### config.mk
export PLATFORM = sky130hd
export DESIGN_NAME = csv_city_record_parser
export DESIGN_NICKNAME = d
export VERILOG_FILES = /design/src/rtl/core/cvp_pkg.sv /design/src/rtl/core/cvp_mod_unit.sv /design/src/rtl/core/csv_city_record_parser.sv
export VERILOG_INCLUDE_DIRS = /design/src /design/src/rtl/core
export SDC_FILE = /design/constraint.sdc
export NUM_CORES = 1
export LEC_CHECK = 0
export BUFFER_PORTS_ARGS = -buffer_cell sky130_fd_sc_hd__buf_2
export CAP_MARGIN = 25
export CORE_MARGIN = 8
export CORE_UTILIZATION = 54
export DETAILED_ROUTE_END_ITERATION = 6
export PLACE_DENSITY = 0.77
export RECOVER_POWER = 100
export SYNTH_ARGS = -nofsm -noshare
export SYNTH_HDL_FRONTEND = slang
export SYNTH_SLANG_ARGS = --single-unit
### constraint.sdc
create_clock -name clk -period 7.9 [get_ports clk]
set_input_delay 2.37 -clock clk [delete_from_list [all_inputs] [get_ports clk]]
set_output_delay 2.37 -clock clk [all_outputs]
set_load 0.01 [all_outputs]
### src/rtl/core/assert_macros.svh
// Assertion macros for the RTL files of the CSV city record parser.
`ifndef ASSERT_MACROS_SVH
`define ASSERT_MACROS_SVH

// Clocked assertion that is switched off while reset is held.
`define CVP_ASSERT(lbl, prop, msg) \
  lbl: assert property (@(posedge clk) disable iff (!rst_n) (prop)) else $error(msg);

// Clocked implication: whenever the antecedent holds, the consequent must hold too.
`define CVP_ASSERT_IMPLIES(lbl, ante, cons, msg) \
  `CVP_ASSERT(lbl, (ante) |-> (cons), msg)

`endif

### src/rtl/core/cvp_pkg.sv
// Shared types, constants and helpers for the CSV city record parser.
package cvp_pkg;

  localparam int unsigned MAX_CITY_LEN = 255;
  localparam int unsigned BKT_W        = 16;
  localparam int unsigned DIV_STEPS    = BKT_W;
  localparam int unsigned DIV_CNT_W    = $clog2(DIV_STEPS + 1);
  localparam int unsigned CFG_ADDR_W   = 3;

  localparam logic [BKT_W-1:0] BUCKET_RESET = 16'd400;
  localparam logic [30:0]      POP_MAX      = 31'h7FFF_FFFF;

  localparam logic [7:0] CH_LF    = 8'd10;
  localparam logic [7:0] CH_QUOTE = 8'd34;
  localparam logic [7:0] CH_PAREN = 8'd40;
  localparam logic [7:0] CH_COMMA = 8'd44;
  localparam logic [7:0] CH_ZERO  = 8'd48;
  localparam logic [7:0] CH_NINE  = 8'd57;

  // Register index of bucket_count, taken from paddr[2].
  localparam logic CFG_IDX_BUCKET = 1'b0;

  typedef enum logic [3:0] {
    PH_START   = 4'd0,
    PH_RANK    = 4'd1,
    PH_OPENQ   = 4'd2,
    PH_CITY    = 4'd3,
    PH_SEP     = 4'd4,
    PH_POPOPEN = 4'd5,
    PH_POP     = 4'd6,
    PH_DONE    = 4'd10,
    PH_BAD     = 4'd11
  } phase_t;

  typedef enum logic [2:0] {
    SQ_IDLE,
    SQ_LEN,
    SQ_SUM,
    SQ_PROD,
    SQ_OUT
  } seq_state_t;

  typedef enum logic [1:0] {
    ST_OK        = 2'd0,
    ST_MALFORMED = 2'd1,
    ST_SATURATED = 2'd2
  } rec_status_t;

  typedef enum logic {
    KIND_CHAR   = 1'b0,
    KIND_RECORD = 1'b1
  } res_kind_t;

  typedef struct packed {
    logic             start;
    logic [BKT_W-1:0] dividend;
    logic [BKT_W-1:0] divisor;
  } div_req_t;

  typedef struct packed {
    logic             busy;
    logic             done;
    logic [BKT_W-1:0] remainder;
  } div_rsp_t;

  function automatic logic is_digit(input logic [7:0] c);
    return (c >= CH_ZERO) && (c <= CH_NINE);
  endfunction

endpackage

### src/rtl/core/cvp_mod_unit.sv
// Iterative restoring modulo unit: one remainder bit per cycle.
module cvp_mod_unit (
  input  logic              clk,
  input  logic              rst_n,
  input  cvp_pkg::div_req_t req,
  output cvp_pkg::div_rsp_t rsp
);
  import cvp_pkg::*;

  logic                 busy_r, busy_nxt;
  logic                 done_r, done_nxt;
  logic [DIV_CNT_W-1:0] cnt_r, cnt_nxt;
  logic [BKT_W-1:0]     rem_r, rem_nxt;
  logic [BKT_W-1:0]     dvd_r, dvd_nxt;
  logic [BKT_W-1:0]     dsr_r, dsr_nxt;
  logic [BKT_W:0]       shifted;
  logic [BKT_W+1:0]     diff;

  always_comb begin
    shifted  = {rem_r, dvd_r[BKT_W-1]};
    diff     = {1'b0, shifted} - {2'b00, dsr_r};
    busy_nxt = busy_r;
    done_nxt = 1'b0;
    cnt_nxt  = cnt_r;
    rem_nxt  = rem_r;
    dvd_nxt  = dvd_r;
    dsr_nxt  = dsr_r;
    if (req.start && !busy_r) begin
      busy_nxt = 1'b1;
      cnt_nxt  = DIV_CNT_W'(DIV_STEPS);
      rem_nxt  = '0;
      dvd_nxt  = req.dividend;
      dsr_nxt  = req.divisor;
    end else if (busy_r) begin
      // Subtract when the shifted partial remainder reaches the divisor.
      rem_nxt = diff[BKT_W+1] ? shifted[BKT_W-1:0] : diff[BKT_W-1:0];
      dvd_nxt = {dvd_r[BKT_W-2:0], 1'b0};
      cnt_nxt = cnt_r - 1'b1;
      if (cnt_r == DIV_CNT_W'(1)) begin
        busy_nxt = 1'b0;
        done_nxt = 1'b1;
      end
    end
  end

  always_ff @(posedge clk) begin
    if (!rst_n) begin
      busy_r <= 1'b0;
      done_r <= 1'b0;
      cnt_r  <= '0;
    end else begin
      busy_r <= busy_nxt;
      done_r <= done_nxt;
      cnt_r  <= cnt_nxt;
    end
  end

  always_ff @(posedge clk) begin
    rem_r <= rem_nxt;
    dvd_r <= dvd_nxt;
    dsr_r <= dsr_nxt;
  end

  assign rsp.busy      = busy_r;
  assign rsp.done      = done_r;
  assign rsp.remainder = rem_r;

endmodule

### src/rtl/core/csv_city_record_parser.sv
// Top level of the CSV city record parser: line parser, sequencer and output register.
// The block takes one byte of a text line per item and checks it against the form
// rank digits, comma, quoted city, comma, then a quoted population of digits and
// commas or an opening parenthesis that means zero. Each city byte comes out as a
// character item; the line feed produces one record item with status, population,
// city length and three bucket indexes (length, byte sum, product of the first two
// bytes) taken modulo bucket_count. A byte that produces no item is taken while the
// sequencer is idle, and the next byte may follow right away. A city byte is parsed
// and then moved into the output register, after any stall on the output clears.
// A line feed on a malformed line takes the same path. A line feed that closes
// a good line first runs the single shared modulo unit, which produces one
// remainder bit per cycle, three times in turn (length, byte sum, product), and
// then loads the record into the output register. bucket_count is written through the
// APB port at byte address 0; the user must write it only while the block is idle,
// which the block itself does not enforce; a bucket_count of zero gives bucket indexes of zero.
module csv_city_record_parser (
  input  logic                             clk,
  input  logic                             rst_n,
  // Input byte channel.
  input  logic                             in_valid,
  output logic                             in_stall,
  input  logic [7:0]                       in_char_code,
  // Result channel.
  output logic                             out_valid,
  input  logic                             out_stall,
  output logic                             out_result_kind,
  output logic [7:0]                       out_city_char,
  output logic [1:0]                       out_record_status,
  output logic [30:0]                      out_population,
  output logic [7:0]                       out_city_length,
  output logic [cvp_pkg::BKT_W-1:0]        out_length_bucket,
  output logic [cvp_pkg::BKT_W-1:0]        out_sum_bucket,
  output logic [cvp_pkg::BKT_W-1:0]        out_product_bucket,
  // Configuration port.
  input  logic                             psel,
  input  logic                             penable,
  input  logic                             pwrite,
  input  logic [cvp_pkg::CFG_ADDR_W-1:0]   paddr,
  input  logic [31:0]                      pwdata,
  output logic [31:0]                      prdata,
  output logic                             pready
);
  import cvp_pkg::*;

  // Sequencer and line state.
  seq_state_t       state_r, state_nxt;
  phase_t           phase_r, phase_nxt;
  logic [30:0]      pop_r, pop_nxt;
  logic [7:0]       count_r, count_nxt;
  logic [15:0]      sum_r, sum_nxt;
  logic [7:0]       first_r, first_nxt;
  logic [7:0]       second_r, second_nxt;
  logic             sat_r, sat_nxt;
  logic [7:0]       char_r, char_nxt;
  res_kind_t        pend_kind_r, pend_kind_nxt;
  logic [BKT_W-1:0] bucket_count_r;
  logic [BKT_W-1:0] len_bkt_r, len_bkt_nxt;
  logic [BKT_W-1:0] sum_bkt_r, sum_bkt_nxt;
  logic [BKT_W-1:0] prod_bkt_r, prod_bkt_nxt;

  // Output register.
  logic             out_valid_r, out_valid_nxt;
  res_kind_t        out_kind_r, out_kind_nxt;
  logic [7:0]       out_char_r, out_char_nxt;
  rec_status_t      out_status_r, out_status_nxt;
  logic [30:0]      out_pop_r, out_pop_nxt;
  logic [7:0]       out_len_r, out_len_nxt;
  logic [BKT_W-1:0] out_lbkt_r, out_lbkt_nxt;
  logic [BKT_W-1:0] out_sbkt_r, out_sbkt_nxt;
  logic [BKT_W-1:0] out_pbkt_r, out_pbkt_nxt;

  div_req_t         div_req;
  div_rsp_t         div_rsp;
  logic [BKT_W-1:0] div_bucket;
  logic [34:0]      pop_ext;
  logic [34:0]      pop_step;
  logic             cfg_wr;

  cvp_mod_unit u_mod (
    .clk  (clk),
    .rst_n(rst_n),
    .req  (div_req),
    .rsp  (div_rsp)
  );

  // A zero bucket count maps every index to zero.
  assign div_bucket = (bucket_count_r == '0) ? '0 : div_rsp.remainder;

  // Population times ten plus the new digit, with headroom to detect overflow.
  assign pop_ext  = 35'(pop_r);
  assign pop_step = (pop_ext << 3) + (pop_ext << 1) + 35'(in_char_code - CH_ZERO);

  always_comb begin
    state_nxt      = state_r;
    phase_nxt      = phase_r;
    pop_nxt        = pop_r;
    count_nxt      = count_r;
    sum_nxt        = sum_r;
    first_nxt      = first_r;
    second_nxt     = second_r;
    sat_nxt        = sat_r;
    char_nxt       = char_r;
    pend_kind_nxt  = pend_kind_r;
    len_bkt_nxt    = len_bkt_r;
    sum_bkt_nxt    = sum_bkt_r;
    prod_bkt_nxt   = prod_bkt_r;
    div_req.start    = 1'b0;
    div_req.dividend = {8'd0, count_r};
    div_req.divisor  = bucket_count_r;

    out_valid_nxt  = out_valid_r && out_stall;
    out_kind_nxt   = out_kind_r;
    out_char_nxt   = out_char_r;
    out_status_nxt = out_status_r;
    out_pop_nxt    = out_pop_r;
    out_len_nxt    = out_len_r;
    out_lbkt_nxt   = out_lbkt_r;
    out_sbkt_nxt   = out_sbkt_r;
    out_pbkt_nxt   = out_pbkt_r;

    case (state_r)
      SQ_IDLE: begin
        if (in_valid) begin
          char_nxt = in_char_code;
          if (in_char_code == CH_LF) begin
            pend_kind_nxt = KIND_RECORD;
            if (phase_r == PH_DONE) begin
              // Good line: run the three modulo passes before the record goes out.
              div_req.start = 1'b1;
              state_nxt     = SQ_LEN;
            end else begin
              state_nxt = SQ_OUT;
            end
          end else begin
            case (phase_r)
              PH_START: phase_nxt = is_digit(in_char_code) ? PH_RANK : PH_BAD;
              PH_RANK: begin
                if (in_char_code == CH_COMMA) begin
                  phase_nxt = PH_OPENQ;
                end else if (!is_digit(in_char_code)) begin
                  phase_nxt = PH_BAD;
                end
              end
              PH_OPENQ: phase_nxt = (in_char_code == CH_QUOTE) ? PH_CITY : PH_BAD;
              PH_CITY: begin
                if (in_char_code == CH_QUOTE) begin
                  phase_nxt = PH_SEP;
                end else begin
                  // Bytes past the length limit pass through uncounted.
                  if (count_r >= 8'(MAX_CITY_LEN)) begin
                    sat_nxt = 1'b1;
                  end else begin
                    if (count_r == 8'd0) begin
                      first_nxt = in_char_code;
                    end else if (count_r == 8'd1) begin
                      second_nxt = in_char_code;
                    end
                    sum_nxt   = sum_r + 16'(in_char_code);
                    count_nxt = count_r + 8'd1;
                  end
                  pend_kind_nxt = KIND_CHAR;
                  state_nxt     = SQ_OUT;
                end
              end
              PH_SEP: phase_nxt = (in_char_code == CH_COMMA) ? PH_POPOPEN : PH_BAD;
              PH_POPOPEN: begin
                pop_nxt = '0;
                if (in_char_code == CH_QUOTE) begin
                  phase_nxt = PH_POP;
                end else if (in_char_code == CH_PAREN) begin
                  phase_nxt = PH_DONE;
                end else begin
                  phase_nxt = PH_BAD;
                  pop_nxt   = pop_r;
                end
              end
              PH_POP: begin
                if (is_digit(in_char_code)) begin
                  if (pop_step > 35'(POP_MAX)) begin
                    pop_nxt = POP_MAX;
                    sat_nxt = 1'b1;
                  end else begin
                    pop_nxt = pop_step[30:0];
                  end
                end else if (in_char_code == CH_QUOTE) begin
                  phase_nxt = PH_DONE;
                end else if (in_char_code != CH_COMMA) begin
                  phase_nxt = PH_BAD;
                end
              end
              PH_DONE, PH_BAD: phase_nxt = phase_r;
              default: phase_nxt = PH_BAD;
            endcase
          end
        end
      end
      SQ_LEN: begin
        if (div_rsp.done) begin
          len_bkt_nxt      = div_bucket;
          div_req.start    = 1'b1;
          div_req.dividend = sum_r;
          state_nxt        = SQ_SUM;
        end
      end
      SQ_SUM: begin
        if (div_rsp.done) begin
          sum_bkt_nxt      = div_bucket;
          div_req.start    = 1'b1;
          div_req.dividend = 16'(first_r) * 16'(second_r);
          state_nxt        = SQ_PROD;
        end
      end
      SQ_PROD: begin
        if (div_rsp.done) begin
          // The output register may still hold a stalled item, so park the result.
          prod_bkt_nxt = div_bucket;
          state_nxt    = SQ_OUT;
        end
      end
      SQ_OUT: begin
        if (!out_valid_r || !out_stall) begin
          out_valid_nxt  = 1'b1;
          out_kind_nxt   = pend_kind_r;
          out_char_nxt   = '0;
          out_status_nxt = ST_OK;
          out_pop_nxt    = '0;
          out_len_nxt    = '0;
          out_lbkt_nxt   = '0;
          out_sbkt_nxt   = '0;
          out_pbkt_nxt   = '0;
          if (pend_kind_r == KIND_CHAR) begin
            out_char_nxt = char_r;
          end else begin
            if (phase_r == PH_DONE) begin
              out_status_nxt = sat_r ? ST_SATURATED : ST_OK;
              out_pop_nxt    = pop_r;
              out_len_nxt    = count_r;
              out_lbkt_nxt   = len_bkt_r;
              out_sbkt_nxt   = sum_bkt_r;
              out_pbkt_nxt   = prod_bkt_r;
            end else begin
              out_status_nxt = ST_MALFORMED;
            end
            // The record closes the line, so all line state starts over.
            phase_nxt  = PH_START;
            pop_nxt    = '0;
            count_nxt  = '0;
            sum_nxt    = '0;
            first_nxt  = '0;
            second_nxt = '0;
            sat_nxt    = 1'b0;
          end
          state_nxt = SQ_IDLE;
        end
      end
      default: state_nxt = SQ_IDLE;
    endcase
  end

  always_ff @(posedge clk) begin
    if (!rst_n) begin
      state_r     <= SQ_IDLE;
      phase_r     <= PH_START;
      pop_r       <= '0;
      count_r     <= '0;
      sum_r       <= '0;
      first_r     <= '0;
      second_r    <= '0;
      sat_r       <= 1'b0;
      out_valid_r <= 1'b0;
    end else begin
      state_r     <= state_nxt;
      phase_r     <= phase_nxt;
      pop_r       <= pop_nxt;
      count_r     <= count_nxt;
      sum_r       <= sum_nxt;
      first_r     <= first_nxt;
      second_r    <= second_nxt;
      sat_r       <= sat_nxt;
      out_valid_r <= out_valid_nxt;
    end
  end

  always_ff @(posedge clk) begin
    char_r       <= char_nxt;
    pend_kind_r  <= pend_kind_nxt;
    len_bkt_r    <= len_bkt_nxt;
    sum_bkt_r    <= sum_bkt_nxt;
    prod_bkt_r   <= prod_bkt_nxt;
    out_kind_r   <= out_kind_nxt;
    out_char_r   <= out_char_nxt;
    out_status_r <= out_status_nxt;
    out_pop_r    <= out_pop_nxt;
    out_len_r    <= out_len_nxt;
    out_lbkt_r   <= out_lbkt_nxt;
    out_sbkt_r   <= out_sbkt_nxt;
    out_pbkt_r   <= out_pbkt_nxt;
  end

  // Configuration register: a write lands in the access phase.
  assign cfg_wr = psel && penable && pwrite && (paddr[2] == CFG_IDX_BUCKET);

  always_ff @(posedge clk) begin
    if (!rst_n) begin
      bucket_count_r <= BUCKET_RESET;
    end else if (cfg_wr) begin
      bucket_count_r <= pwdata[BKT_W-1:0];
    end
  end

  assign prdata = (paddr[2] == CFG_IDX_BUCKET) ? {16'd0, bucket_count_r} : 32'd0;
  assign pready = 1'b1;

  // Bytes are taken only while the sequencer is idle.
  assign in_stall = (state_r != SQ_IDLE);

  assign out_valid          = out_valid_r;
  assign out_result_kind    = out_kind_r;
  assign out_city_char      = out_char_r;
  assign out_record_status  = out_status_r;
  assign out_population     = out_pop_r;
  assign out_city_length    = out_len_r;
  assign out_length_bucket  = out_lbkt_r;
  assign out_sum_bucket     = out_sbkt_r;
  assign out_product_bucket = out_pbkt_r;

  `include "assert_macros.svh"

  // The modulo unit only finishes while the sequencer waits on it.
  `CVP_ASSERT_IMPLIES(a_done_in_mod_state, div_rsp.done, (state_r == SQ_LEN) || (state_r == SQ_SUM) || (state_r == SQ_PROD), "modulo result arrived outside a modulo step")
  // No byte is taken while the modulo unit is still working.
  `CVP_ASSERT_IMPLIES(a_idle_unit_free, !in_stall, !div_rsp.busy, "input open while the modulo unit is busy")
  // Every bucket index of a pending item stays below a nonzero bucket count.
  `CVP_ASSERT(a_bucket_range, (out_valid && (bucket_count_r != '0)) |-> ((out_length_bucket < bucket_count_r) && (out_sum_bucket < bucket_count_r) && (out_product_bucket < bucket_count_r)), "bucket index not below bucket count")

endmodule
==> flow_summary_export.csv <==
group,metric,value,unit
run_status,status,"finished, violations left",
run_status,violations,"capacitance limit, slew limit",
grt,grt_overflow_total,0,
timing,rsz0062_at_grt,"no",
timing,slew_headroom,-147,%
layout,fin_util,59.5,%
worst_setup_path,cp.arrival,7.33,ns
timing,slew_viol_final,288,
routing,dr.pass1.iters,7,
die,initial_core_util,54.2,%
synthesis,yosys_register_bits,306,
die,rows,67,
synthesis,synth_edf_count,187,
cts,clk_pin_slew,0.06,ns
power,p_comb_share,10.4,%
power,max-vdd-ir-drop,0.124,mV
cts,cts_hold_repair.buffers,0,
layout,drive_above_1_share,5.72,%
routing,wirelength,41500,um
routing,post_drt_wl_per_cell,17.7,um
layout,n_antenna_cell,0,
layout,multiInputGateArea,9070,um2
cts,post_cts_buffers,0,
power,swShare,24.7,%
timing,worst_pin_slew,3.70,ns
min_path,hold_path.class,"flop to flop",
routing,vias,13200,
timing,final_hold_viol_count,0,
synthesis,syn_area,18000,um2
cts,cts_tree,"done",
timing,holdWs,0.481,ns
synthesis,yosys_most_used_dff,"edfxtp_1",
cts,clk_path_buf_depth,3,
grt,first_global_vias,13100,
timing,min_period_over_period,87.1,%
worst_setup_path,crit_required,8.36,ns
placed_design,dp_hpwl,29700,um
cts,ctsResizeCount,0,
layout,nets,2088,
cts,numCtsBuffers,30,
worst_setup_path,cp_max_fo,32,
power,switchingPower,0.892,mW
layout,area_growth,9.87,%
placed_design,place_inst,2282,
die,io_pins,183,
power,internal_power,2.73,mW
grt,antenna_found_initial,0,
timing,setup_viol,0,
synthesis,syn_area_per_cell,10.2,um2
timing,period_minus_slack,6.88,ns
synthesis,synth_cell_type_count,93,
placed_design,place.gp.congestion,0.888,
synthesis,synthCells,1761,
layout,fillerInstances,2912,
die,fp.dieW,198,um
placed_design,io_buffers,147,
layout,fin_cells,2337,
die,die_area,39400,um2
synthesis,synth-seq-area-share,44.5,%
worst_setup_path,critPathLaunchType,"input port",
synthesis,async_reset_ff_share,0,%
routing,via_per_inst,5.65,
job,drv_cap,6,
timing,fin_skew,0.0223,ns
cts,cts_sinks,306,
cts,htreeDepth,1,
grt,grtUsageTotal,20.6,%
worst_setup_path,crit_type,"input port to flop",
layout,regArea,8000,um2
grt,grt_max_degree,99,
timing,fin_tns_setup,0,ns
cts,clock_latency,0.58,ns
cts,cts-root-buf,"clkbuf_16",
power,p_clk_share,40.1,%
power,powerDensity,183,nW/um2
routing,drt_iter0_drc,966,
routing,drt.antenna.violating_nets,0,
power,p_leak,8.09,nW
die,fp.dieH,198,um
power,pwr-share-seq,49.4,%
timing,fmax,145,MHz
synthesis,yosysWarnings,0,
die,core_area,33200,um2
routing,post-route-drc-count,0,
grt,grt_pass1_wl,66500,um
worst_setup_path,crit_path_end_kind,"flop",
-- per-layer routing --
| metal | part of all wire, % | track usage [%] |
|---|---|---|
| met4 | 2.4 | 6.40 |
| met5 | 0 | 0 |
| met3 | 5.8 | 2.30 |
| met2 | 48 | 35.7 |
| met1 | 43 | 26.7 |
-- state kept, by name (all words and copies together) (netlist names), 3 cells and up --
name and cells:
u_mod.dvd_r 16, sum_r 16, out_sum_bucket 16, out_length_bucket 16, bucket_count_r 16, pop_r 31
sum_bkt_r 16, phase_r 4, u_mod.rem_r 16, u_mod.cnt_r 5, count_r 8, state_r 3
u_mod.dsr_r 16, char_r 8, second_r 8, out_city_char 8, first_r 8, out_population 31
out_product_bucket 16, len_bkt_r 16, prod_bkt_r 16, out_city_length 8
-- synthesized netlist by cell type (39+ instances only) --
library cell    n  area share [%]
edfxtp_1      187              31
clkbuf_1       63             1.3
and2_1         51             1.8
and3_1         95             3.3
dfxtp_1       119              13
nor2b_1        41             1.4
xnor2_1        39             1.9
inv_1         110             2.3
fa_1           68             7.6
nand2_1       140             2.9
a21oi_1       113             3.1
o21ai_0        56             1.6
ha_1          104             7.2
nor2_1        130             2.7
-- power groups by stage --
| stage | Clock (mW) | Combinational, mW | Sequential, mW |
|---|---|---|---|
| floorplan | 0 | 0.288 | 1.80 |
| global placement | 0 | 0.367 | 1.82 |
| detailed placement | 0 | 0.386 | 1.82 |
| CTS | 1.48 | 0.389 | 1.79 |
| global route | 1.54 | 0.420 | 1.79 |
| finish | 1.45 | 0.378 | 1.79 |
-- per-stage QoR --
step	total power, mW	setup slack, ns	area (um2)
floorplan	2.09	0.314	18000
global placement	2.19	1.08	18900
detailed placement	2.21	0.945	19000
CTS	3.66	1.56	20000
global route	3.75	0.767	19800
finish	3.62	1.02	19800
-- worst max-delay path, cell delays in order --
cell      delay (ns)
clkbuf_1        0.23
ha_1            0.39
nor3_4          0.13
buf_4           0.41
fa_1            0.51
ha_1            0.41
nand2_2         0.14
or3_4           0.42
o32ai_4         0.34
o211ai_1        0.17
a211o_1         0.29
a221oi_2        0.22
a2111o_1        0.79
o21ai_0         0.28
a21oi_1         0.20
-- cell usage in the layout, fill, tap and decap left out, types with 5 or more instances in the layout --
cell type	synthesis	layout
mux2i_1	30	30
a21oi_1	113	114
o31ai_1	6	6
o21bai_1	7	7
buf_2	8	20
xor2_1	31	31
nor4_1	11	11
and3_1	95	95
nand2_1	140	140
ha_1	104	104
nand3_1	26	26
a21o_1	17	17
clkbuf_16	0	31
or2_2	6	6
o211ai_1	6	7
and2_1	51	34
nor2_1	130	129
a211oi_1	8	9
or3_1	11	11
o21ai_0	56	84
inv_1	110	109
dfxtp_1	119	119
nor3_1	28	28
o21a_1	16	16
a31oi_1	17	16
nand2b_1	29	29
a21boi_0	5	5
xnor2_1	39	39
clkbuf_1	63	140
nand4_1	17	17
conb_1	2	17
and2_0	0	17
nor2b_1	41	41
edfxtp_1	187	187
a22oi_1	15	15
clkbuf_8	0	5
fa_1	68	68
-- area by class of cell --
cell class / count / area share, %
timing repair buffer: 161 / 3.48
inverter: 112 / 2.13
clock inverter: 11 / 0.709
sequential: 306 / 40.5
multi-input combinational: 1255 / 45.9
clock buffer: 44 / 4.45
tap: 448 / 2.84
-- final timing paths --
check,depth (start not counted),startpoint,endpoint,slack (ns)
max,15,in_char_code[4],pop_r[22]$_SDFFE_PN0P_,1.02
min reg2reg,1,u_mod.cnt_r[4]$_SDFFE_PN0P_,u_mod.cnt_r[4]$_SDFFE_PN0P_,0.48
min,1,u_mod.cnt_r[4]$_SDFFE_PN0P_,u_mod.cnt_r[4]$_SDFFE_PN0P_,0.48
max reg2reg,5,state_r[0]$_SDFFE_PN0P_,out_product_bucket[1]$_SDFFCE_PN0P_,2.90
-- kinds of logic after synthesis --
logic type                 count (synthesis)  share of synthesized area (%)
and+or+nand+nor                          613                           17.6
AOI/OAI and AO/OA                        353                           12.6
DFF                                      306                           44.5
buffers and inverters                    215                           5.38
adders and majority gates                172                           14.8
xor gates and xnor gates                  70                           3.41
muxes                                     30                           1.67
other                                      2                         0.0418
Note: power is estimated with default switching activity, not from simulation.
